### config.mk
export PLATFORM = sky130hd
export DESIGN_NAME = fixed_capacity_multiset_table_top
export DESIGN_NICKNAME = d
export VERILOG_FILES = /design/src/design/fcmt_pkg.sv /design/src/design/fcmt_store.sv /design/src/design/fcmt_scan.sv /design/src/design/fcmt_seq.sv /design/src/design/fixed_capacity_multiset_table_top.sv
export VERILOG_INCLUDE_DIRS = /design/src /design/src/design
export SDC_FILE = /design/constraint.sdc
export NUM_CORES = 1
export LEC_CHECK = 0
export ABC_AREA = 1
export CORE_UTILIZATION = 45
export DETAILED_ROUTE_END_ITERATION = 7
export DONT_BUFFER_PORTS = 1
export PLACE_DENSITY = 0.71
export SLEW_MARGIN = 40
export SYNTH_ARGS = -nofsm -noshare
export SYNTH_HDL_FRONTEND = slang
export SYNTH_SLANG_ARGS = --single-unit
### constraint.sdc
create_clock -name clk -period 7.3 [get_ports clk]
set_clock_uncertainty 0.1 [all_clocks]
set_input_delay 0.73 -clock clk [delete_from_list [all_inputs] [get_ports clk]]
set_output_delay 0.73 -clock clk [all_outputs]
set_load 0.02 [all_outputs]
### src/design/fixed_capacity_multiset_table_top_macros.svh
// Assertion macros shared by the multiset table RTL.
// Included by the files that carry concurrent assertions; needs clk and rst_n in scope.
`ifndef FIXED_CAPACITY_MULTISET_TABLE_TOP_MACROS_SVH
`define FIXED_CAPACITY_MULTISET_TABLE_TOP_MACROS_SVH
`ifndef ASSERT_OFF
`define FCMT_ASSERT(lbl, prop, msg) \
    lbl: assert property (@(posedge clk) disable iff (!rst_n) (prop)) else $error(msg);
`define FCMT_ASSERT_IMPL(lbl, pre, post, msg) \
    lbl: assert property (@(posedge clk) disable iff (!rst_n) (pre) |-> (post)) else $error(msg);
`define FCMT_ASSERT_NEXT(lbl, pre, post, msg) \
    lbl: assert property (@(posedge clk) disable iff (!rst_n) (pre) |=> (post)) else $error(msg);
`else
`define FCMT_ASSERT(lbl, prop, msg)
`define FCMT_ASSERT_IMPL(lbl, pre, post, msg)
`define FCMT_ASSERT_NEXT(lbl, pre, post, msg)
`endif
`endif

### src/design/fcmt_pkg.sv
// Package for the multiset table: payload structs, action codes, sequencer states.
// No dependencies; imported by every module of the block.
`timescale 1ns / 1ps
package fcmt_pkg;

    localparam int FCMT_CAPACITY    = 16;
    localparam int FCMT_VALUE_WIDTH = 32;
    localparam int ITEM_WIDTH       = 32;
    localparam int CNT_OUT_WIDTH    = 5;

    typedef enum logic [2:0] {
        ACT_ADD        = 3'd0,
        ACT_ADD_UNIQUE = 3'd1,
        ACT_REMOVE     = 3'd2,
        ACT_QUERY      = 3'd3,
        ACT_CLEAR      = 3'd4
    } action_t;

    typedef enum logic [1:0] {
        ST_IDLE,
        ST_SCAN,
        ST_UPDATE
    } state_t;

    typedef struct packed {
        logic [2:0]            action;
        logic [ITEM_WIDTH-1:0] item_value;
    } req_item_t;

    typedef struct packed {
        logic                     ok;
        logic [CNT_OUT_WIDTH-1:0] match_count;
        logic [CNT_OUT_WIDTH-1:0] fill_level;
    } rsp_item_t;

    // Control from the sequencer to the compare unit.
    typedef struct packed {
        logic clear;
        logic sample;
    } scan_ctl_t;

endpackage

### src/design/fcmt_store.sv
// Entry memory of the multiset table: one write port, one read port, registered read data.
// Depends on fcmt_pkg.
`timescale 1ns / 1ps
module fcmt_store
    import fcmt_pkg::*;
#(
    parameter int CAPACITY    = FCMT_CAPACITY,
    parameter int VALUE_WIDTH = FCMT_VALUE_WIDTH,
    localparam int AW         = (CAPACITY > 1) ? $clog2(CAPACITY) : 1
)
(
    input  logic                   clk,
    input  logic                   wr_en,
    input  logic [AW-1:0]          wr_addr,
    input  logic [VALUE_WIDTH-1:0] wr_data,
    input  logic                   rd_en,
    input  logic [AW-1:0]          rd_addr,
    output logic [VALUE_WIDTH-1:0] rd_data
);

    logic [VALUE_WIDTH-1:0] mem [CAPACITY];
    logic [VALUE_WIDTH-1:0] rd_data_reg;

    always_ff @(posedge clk)
    begin
        if (wr_en)
        begin
            mem[wr_addr] <= wr_data;
        end
    end

    always_ff @(posedge clk)
    begin
        if (rd_en)
        begin
            rd_data_reg <= mem[rd_addr];
        end
    end

    assign rd_data = rd_data_reg;

endmodule

### src/design/fcmt_scan.sv
// Shared compare unit: one equality comparator that tallies matches over a table walk.
// Depends on fcmt_pkg for the control struct.
`timescale 1ns / 1ps
module fcmt_scan
    import fcmt_pkg::*;
#(
    parameter int CAPACITY    = FCMT_CAPACITY,
    parameter int VALUE_WIDTH = FCMT_VALUE_WIDTH,
    localparam int AW         = (CAPACITY > 1) ? $clog2(CAPACITY) : 1,
    localparam int CW         = $clog2(CAPACITY + 1)
)
(
    input  logic                   clk,
    input  logic                   rst_n,
    input  scan_ctl_t              ctl,
    input  logic [AW-1:0]          addr,
    input  logic [VALUE_WIDTH-1:0] data,
    input  logic [VALUE_WIDTH-1:0] key,
    output logic                   found,
    output logic [CW-1:0]          match_tally,
    output logic [AW-1:0]          first,
    output logic [VALUE_WIDTH-1:0] last
);

    logic                   found_reg,   found_next;
    logic [CW-1:0]          matches_reg, matches_next;
    logic [AW-1:0]          first_reg,   first_next;
    logic [VALUE_WIDTH-1:0] last_reg,    last_next;
    logic                   hit;

    assign hit = (data == key);

    always_comb
    begin
        found_next   = found_reg;
        matches_next = matches_reg;
        first_next   = first_reg;
        last_next    = last_reg;
        if (ctl.clear)
        begin
            found_next   = 1'b0;
            matches_next = '0;
        end
        else if (ctl.sample)
        begin
            // The final sample of a walk is the top entry, kept for remove.
            last_next = data;
            if (hit)
            begin
                matches_next = matches_reg + CW'(1);
                if (!found_reg)
                begin
                    found_next = 1'b1;
                    first_next = addr;
                end
            end
        end
    end

    always_ff @(posedge clk or negedge rst_n)
    begin
        if (!rst_n)
        begin
            found_reg   <= 1'b0;
            matches_reg <= '0;
        end
        else
        begin
            found_reg   <= found_next;
            matches_reg <= matches_next;
        end
    end

    always_ff @(posedge clk)
    begin
        first_reg <= first_next;
        last_reg  <= last_next;
    end

    assign found       = found_reg;
    assign match_tally = matches_reg;
    assign first       = first_reg;
    assign last        = last_reg;

endmodule

### src/design/fcmt_seq.sv
// Sequencer of the multiset table: walks the entries, then applies the action.
// Depends on fcmt_pkg and the assertion macro header.
`timescale 1ns / 1ps
`include "fixed_capacity_multiset_table_top_macros.svh"
module fcmt_seq
    import fcmt_pkg::*;
#(
    parameter int CAPACITY    = FCMT_CAPACITY,
    parameter int VALUE_WIDTH = FCMT_VALUE_WIDTH,
    localparam int AW         = (CAPACITY > 1) ? $clog2(CAPACITY) : 1,
    localparam int CW         = $clog2(CAPACITY + 1)
)
(
    input  logic                   clk,
    input  logic                   rst_n,
    input  logic                   start,
    input  logic [2:0]             req_action,
    input  logic [VALUE_WIDTH-1:0] key,
    input  logic                   out_busy,
    input  logic                   found,
    input  logic [CW-1:0]          match_tally,
    input  logic [AW-1:0]          first,
    input  logic [VALUE_WIDTH-1:0] last,
    output logic                   ready,
    output scan_ctl_t              scan_ctl,
    output logic [AW-1:0]          sample_addr,
    output logic                   rd_en,
    output logic [AW-1:0]          rd_addr,
    output logic                   wr_en,
    output logic [AW-1:0]          wr_addr,
    output logic [VALUE_WIDTH-1:0] wr_data,
    output rsp_item_t              result,
    output logic                   result_load
);

    state_t        state_reg,  state_next;
    logic [CW-1:0] idx_reg,    idx_next;
    logic          pend_reg,   pend_next;
    logic [AW-1:0] paddr_reg,  paddr_next;
    logic [CW-1:0] count_reg,  count_next;
    logic [2:0]    action_reg, action_next;

    logic          room;
    logic          ok;
    logic [CW-1:0] match_after;
    logic [CW+CNT_OUT_WIDTH-1:0] match_wide;
    logic [CW+CNT_OUT_WIDTH-1:0] fill_wide;

    assign room = (count_reg < CW'(CAPACITY));

    // Next state.
    always_comb
    begin
        state_next = state_reg;
        unique case (state_reg)
            ST_IDLE:
            begin
                if (start)
                begin
                    state_next = (req_action == ACT_CLEAR) ? ST_UPDATE : ST_SCAN;
                end
            end
            ST_SCAN:
            begin
                if (!rd_en && !pend_reg)
                begin
                    state_next = ST_UPDATE;
                end
            end
            ST_UPDATE:
            begin
                if (!out_busy)
                begin
                    state_next = ST_IDLE;
                end
            end
            default: state_next = ST_IDLE;
        endcase
    end

    // Outputs and datapath updates.
    always_comb
    begin
        ready       = (state_reg == ST_IDLE);
        rd_en       = (state_reg == ST_SCAN) && (idx_reg < count_reg);
        rd_addr     = idx_reg[AW-1:0];
        scan_ctl.clear  = (state_reg == ST_IDLE) && start;
        scan_ctl.sample = pend_reg;
        sample_addr = paddr_reg;
        result_load = (state_reg == ST_UPDATE) && !out_busy;

        idx_next    = idx_reg;
        pend_next   = 1'b0;
        paddr_next  = paddr_reg;
        action_next = action_reg;
        if (scan_ctl.clear)
        begin
            idx_next    = '0;
            action_next = req_action;
        end
        if (rd_en)
        begin
            idx_next   = idx_reg + CW'(1);
            pend_next  = 1'b1;
            paddr_next = idx_reg[AW-1:0];
        end

        ok          = 1'b0;
        match_after = match_tally;
        count_next  = count_reg;
        wr_en       = 1'b0;
        wr_addr     = count_reg[AW-1:0];
        wr_data     = key;
        unique case (action_reg)
            ACT_ADD:
            begin
                ok = room;
            end
            ACT_ADD_UNIQUE:
            begin
                ok = room && !found;
            end
            ACT_REMOVE:
            begin
                ok      = found;
                wr_addr = first;
                wr_data = last;
            end
            ACT_QUERY:
            begin
                ok = found;
            end
            ACT_CLEAR:
            begin
                ok = 1'b1;
            end
            default:
            begin
                ok = 1'b0;
            end
        endcase

        if (action_reg == ACT_ADD || action_reg == ACT_ADD_UNIQUE)
        begin
            if (ok)
            begin
                match_after = match_tally + CW'(1);
                if (result_load)
                begin
                    wr_en      = 1'b1;
                    count_next = count_reg + CW'(1);
                end
            end
        end
        else if (action_reg == ACT_REMOVE)
        begin
            if (ok)
            begin
                // The top entry moves into the freed slot.
                match_after = match_tally - CW'(1);
                if (result_load)
                begin
                    wr_en      = 1'b1;
                    count_next = count_reg - CW'(1);
                end
            end
        end
        else if (action_reg == ACT_CLEAR)
        begin
            match_after = '0;
            if (result_load)
            begin
                count_next = '0;
            end
        end

        match_wide = {{CNT_OUT_WIDTH{1'b0}}, match_after};
        fill_wide  = {{CNT_OUT_WIDTH{1'b0}}, count_next};
        if (action_reg == ACT_CLEAR)
        begin
            fill_wide = '0;
        end
        result.ok          = ok;
        result.match_count = match_wide[CNT_OUT_WIDTH-1:0];
        result.fill_level  = fill_wide[CNT_OUT_WIDTH-1:0];
    end

    always_ff @(posedge clk or negedge rst_n)
    begin
        if (!rst_n)
        begin
            state_reg  <= ST_IDLE;
            idx_reg    <= '0;
            pend_reg   <= 1'b0;
            count_reg  <= '0;
            action_reg <= 3'(ACT_QUERY);
        end
        else
        begin
            state_reg  <= state_next;
            idx_reg    <= idx_next;
            pend_reg   <= pend_next;
            count_reg  <= count_next;
            action_reg <= action_next;
        end
    end

    always_ff @(posedge clk)
    begin
        paddr_reg <= paddr_next;
    end

    `FCMT_ASSERT(a_count_in_range, count_reg <= CW'(CAPACITY), "entry count above capacity")
    `FCMT_ASSERT_IMPL(a_write_in_update, wr_en, state_reg == ST_UPDATE && result_load,
        "table written outside the update step")
    `FCMT_ASSERT_IMPL(a_read_below_count, rd_en, idx_reg < count_reg,
        "read issued at or above the entry count")
    `FCMT_ASSERT_NEXT(a_count_holds, state_reg != ST_UPDATE, $stable(count_reg),
        "entry count changed outside the update step")

endmodule

### src/design/fixed_capacity_multiset_table_top.sv
// Top level of the fixed-capacity multiset table.
// Depends on fcmt_pkg, fcmt_store, fcmt_scan and fcmt_seq.
//
//   channel | signals                 | payload
//   --------+-------------------------+--------------------------------------
//   request | req_valid, req_ready    | req : action, item_value
//   result  | rsp_valid, rsp_ready    | rsp : ok, match_count, fill_level
//
// Each transaction walks the held entries through the single read port and comparator,
// one entry per cycle, and then loads its result in the update step. A clear skips the
// walk and goes straight to the update step. req_ready returns in the cycle after the
// result is loaded. Reset empties the table at once; no clearing pass is run.
// A result waiting on rsp_ready holds the next transaction in its update step; the walk
// itself goes on, so the next request is still taken while a result waits.
`timescale 1ns / 1ps
module fixed_capacity_multiset_table_top
    import fcmt_pkg::*;
#(
    parameter int CAPACITY    = FCMT_CAPACITY,
    parameter int VALUE_WIDTH = FCMT_VALUE_WIDTH
)
(
    input  logic      clk,
    input  logic      rst_n,
    input  logic      req_valid,
    output logic      req_ready,
    input  req_item_t req,
    output logic      rsp_valid,
    input  logic      rsp_ready,
    output rsp_item_t rsp
);

    localparam int AW = (CAPACITY > 1) ? $clog2(CAPACITY) : 1;
    localparam int CW = $clog2(CAPACITY + 1);

    logic                   start;
    logic [VALUE_WIDTH-1:0] key_in;
    logic [VALUE_WIDTH-1:0] key_reg;
    scan_ctl_t              scan_ctl;
    logic [AW-1:0]          sample_addr;
    logic                   rd_en, wr_en;
    logic [AW-1:0]          rd_addr, wr_addr;
    logic [VALUE_WIDTH-1:0] rd_data, wr_data;
    logic                   found;
    logic [CW-1:0]          match_tally;
    logic [AW-1:0]          first;
    logic [VALUE_WIDTH-1:0] last;
    rsp_item_t              result;
    logic                   result_load;
    logic                   out_busy;
    logic                   rsp_valid_reg, rsp_valid_next;
    rsp_item_t              rsp_reg;

    assign start    = req_valid && req_ready;
    assign out_busy = rsp_valid_reg && !rsp_ready;

    generate
        if (VALUE_WIDTH <= ITEM_WIDTH)
        begin : g_key_narrow
            assign key_in = req.item_value[VALUE_WIDTH-1:0];
        end
        else
        begin : g_key_wide
            assign key_in = {{(VALUE_WIDTH-ITEM_WIDTH){1'b0}}, req.item_value};
        end
    endgenerate

    always_ff @(posedge clk)
    begin
        if (start)
        begin
            key_reg <= key_in;
        end
    end

    fcmt_store #(
        .CAPACITY    (CAPACITY),
        .VALUE_WIDTH (VALUE_WIDTH)
    ) u_store (
        .clk     (clk),
        .wr_en   (wr_en),
        .wr_addr (wr_addr),
        .wr_data (wr_data),
        .rd_en   (rd_en),
        .rd_addr (rd_addr),
        .rd_data (rd_data)
    );

    fcmt_scan #(
        .CAPACITY    (CAPACITY),
        .VALUE_WIDTH (VALUE_WIDTH)
    ) u_scan (
        .clk         (clk),
        .rst_n       (rst_n),
        .ctl         (scan_ctl),
        .addr        (sample_addr),
        .data        (rd_data),
        .key         (key_reg),
        .found       (found),
        .match_tally (match_tally),
        .first       (first),
        .last        (last)
    );

    fcmt_seq #(
        .CAPACITY    (CAPACITY),
        .VALUE_WIDTH (VALUE_WIDTH)
    ) u_seq (
        .clk         (clk),
        .rst_n       (rst_n),
        .start       (start),
        .req_action  (req.action),
        .key         (key_reg),
        .out_busy    (out_busy),
        .found       (found),
        .match_tally (match_tally),
        .first       (first),
        .last        (last),
        .ready       (req_ready),
        .scan_ctl    (scan_ctl),
        .sample_addr (sample_addr),
        .rd_en       (rd_en),
        .rd_addr     (rd_addr),
        .wr_en       (wr_en),
        .wr_addr     (wr_addr),
        .wr_data     (wr_data),
        .result      (result),
        .result_load (result_load)
    );

    always_comb
    begin
        rsp_valid_next = rsp_valid_reg;
        if (result_load)
        begin
            rsp_valid_next = 1'b1;
        end
        else if (rsp_ready)
        begin
            rsp_valid_next = 1'b0;
        end
    end

    always_ff @(posedge clk or negedge rst_n)
    begin
        if (!rst_n)
        begin
            rsp_valid_reg <= 1'b0;
        end
        else
        begin
            rsp_valid_reg <= rsp_valid_next;
        end
    end

    always_ff @(posedge clk)
    begin
        if (result_load)
        begin
            rsp_reg <= result;
        end
    end

    assign rsp_valid = rsp_valid_reg;
    assign rsp       = rsp_reg;

endmodule

==> impl_metrics.tcl <==
set metrics [dict create \
    powerDensity_nw_per_um2 391.7 \
    hold_class "input pin to flop" \
    finalSetupTns_ps 0 \
    fin_util 0.5172 \
    synthesis.nets 2214 \
    synth_compound_area_frac 0.1149 \
    rrSetupSlack_ps 4070 \
    crit_type "flop to flop" \
    r2r_cells 9 \
    synth_cell_types 39 \
    ys_seq_elements 650 \
    drive_above_1_share 0.09312 \
    synth.most_common_cell "edfxtp_1" \
    synthTopCellsByArea "edfxtp_1, nor2_1, o21ai_0, nand2_1, o211ai_1" \
    synthArstFlopShare 0.03538 \
    antenna_found_initial 1 \
    design.core.area_sq_um 58140 \
    synthAdderAreaFrac 0.004696 \
    initial_core_util 0.4583 \
    grtUsageTotal 0.2102 \
    grt_pass1_vias 16440 \
    worstPathMaxFanout 20 \
    avgSynthCellArea_sq_um 12.31 \
    overflow 0 \
    dieArea_sq_um 60190 \
    yosys_warnings 0 \
    syn_area_sq_um 26650 \
    drt_iter0_markers 1918 \
    status "finished clean" \
    peakVddDrop_uv 285.9 \
    synthXorXnorAreaFrac 0.004273 \
    synthCells 2165 \
    drt.antenna.violating_nets 0 \
    dr_total_vias 17120 \
    synth_edf_count 627 \
    ys_seq_area_frac 0.7283 \
    grt_max_degree 206 \
    synth-main-ff-cell "edfxtp_1" \
    cts_resized 0 \
    r2r_start "u_seq.action_reg[1]" \
    die_w_microns 245.3 \
    slew_headroom 0.4878 \
    cts_root_buf "clkbuf_16" \
    synth_mux_area_frac 0 \
    hold_slack_ps 81.63 \
    crit_arrival_ps 3460 \
    place_ws_ps 3906 \
    place_congestion 0.9051 \
    via_per_inst 5.729 \
    max_cap_violations 0 \
    grt_busiest_layer "met2" \
    numCtsBuffers 61 \
    crit_path_end_kind "flop" \
    cts_hold_buf 2 \
    cts_sinks 650 \
    grt_use_met3 0.03209 \
    synthSimpleGateAreaFrac 0.1048 \
    multi_input_area_sq_um 6238 \
    met1_usage 0.2871 \
    netlist.top_cell.by_area "edfxtp_1" \
    cp-start-kind "flop" \
    rsz0062_at_grt "false" \
    fp.dieH_microns 245.3 \
    min_period_ps 3235 \
    syn_to_final_growth_pct 12.85 \
    hpwlAfterDp_microns 39180 \
    io_pins 52 \
    htree_levels 2 \
    seqCellArea_sq_um 19410 \
    synth_top_family_by_area "compound AO/OA/AOI/OAI gates" \
    wl_per_cell_microns 21.39 \
    nets 2224 \
    grt_pass1_wl_microns 96540 \
    cts_setup_buffers 0 \
    maxSlewViolCount 0 \
    post-route-period-util 0.4431 \
    path_clk_slew_ps 70 \
    totalWireLength_microns 63930 \
    final_hold_viol_count 0 \
    worst_pin_slew_ps 766.5 \
    drtPass1Iterations 7 \
    drc_errors 0 \
    cts_tree "done" \
    cts_buffer_depth 3 \
    reg2reg_to "u_store.mem[15][0]" \
    finalPower_w 0.01178 \
    fillers 4711 \
    use_met2 0.3436 \
    timing.final.ws_setup_ps 4065 \
    io_buffer_count 0 \
    max_freq_ghz 0.3091 \
    endpoint "u_store.mem[15][0]" \
    largest_reg_flops 512 \
    finalSetupViolCount 0 \
    row_count 88 \
    regMostFlops "u_store.mem" \
    synth_top_area_frac 0.7066 \
    cp-startpoint "u_seq.action_reg[1]" \
    worst_ep_required_time_ps 7530 \
    leakagePower_nw 10.28 \
    synthTopCellsByCount "edfxtp_1, nor2_1, o21ai_0, nand2_1, inv_1" \
    clk-insertion-delay-late_ps 650 \
]
## worst min path at each step
| stage | slack [ps] | from | cells past startpoint | end |
|---|---|---|---|---|
| 6_report | 80 | req[31] | 0 | key_reg[31] |
| 5_1_grt | 50 | req[9] | 0 | key_reg[9] |
| 4_1_cts | 60 | req[9] | 0 | key_reg[9] |
| 3_5_place_dp | 310 | u_seq.sample_addr[2] | 0 | u_scan.first[2] |
| 3_3_place_gp | 300 | u_seq.sample_addr[0] | 0 | u_scan.first[0] |
| 2_1_floorplan | 300 | u_seq.sample_addr[0] | 0 | u_scan.first[0] |
## kinds of logic after synthesis
group / after synthesis
AND/OR/NAND/NOR: 707
flip-flops: 650
AO/OA/AOI/OAI: 552
buffers and inverters: 233
XOR/XNOR: 13
adder cells (fa/ha/maj): 10
## final cells by class
class / count / share of cell area
multi-input combinational: 1282 / 0.2075
clock buffer: 68 / 0.05164
timing repair buffer: 68 / 0.03520
inverter: 112 / 0.01444
tap: 765 / 0.03183
sequential: 650 / 0.6455
antenna: 1 / 0.00008322
clock inverter: 43 / 0.01381
## per-stage QoR
stage	std cells	cell area [sq um]
after floorplan	2165	26650
after global placement	2845	27300
after detailed placement	2874	28030
after CTS	2987	30030
after global routing	2988	30070
final	2989	30070
## layout by cell type (no fill, tap or decap), types with 5 or more instances in the layout
master / n
inv_1: 101
clkbuf_16: 61
nor2_4: 18
o21ai_1: 60
a21oi_1: 56
buf_4: 33
o21ai_2: 5
nor3_1: 6
buf_8: 7
nand3_1: 41
dfrtp_1: 19
buf_16: 23
ha_1: 10
nand4_1: 8
clkinv_4: 5
clkinv_2: 12
clkbuf_1: 7
clkinvlp_4: 7
nand2_2: 5
xnor2_1: 5
xor2_1: 8
o22ai_1: 70
edfxtp_1: 627
nor2_1: 394
bufinv_16: 5
nand2_1: 227
o211ai_1: 75
o21ai_0: 282
inv_2: 6
clkinv_1: 13
## routing by layer
| layer | up-vias | part of all wire |
|---|---|---|
| li1 | 7786 | - |
| met1 | 8435 | 0.41 |
| met2 | 782 | 0.48 |
| met3 | 120 | 0.081 |
| met4 | 0 | 0.029 |
| met5 | - | 0 |
## critical path, stage by stage (launching register included)
cell and delay, ps:
dfstp_2 560, inv_1 90, nor2_1 150, nand2_2 320, inv_2 170, nand2_1 70
o21ai_1 250, nand3_2 320, nor2_4 590, buf_8 280
## where the power goes
group / switching [W] / internal (W) / leakage, nW / total [W]
sequential: 0.000264 / 0.00495 / 5.98 / 0.00521
combinational: 0.00256 / 0.000893 / 3.37 / 0.00345
clock: 0.00140 / 0.00172 / 0.941 / 0.00312
(Power assumes the default switching activity.)
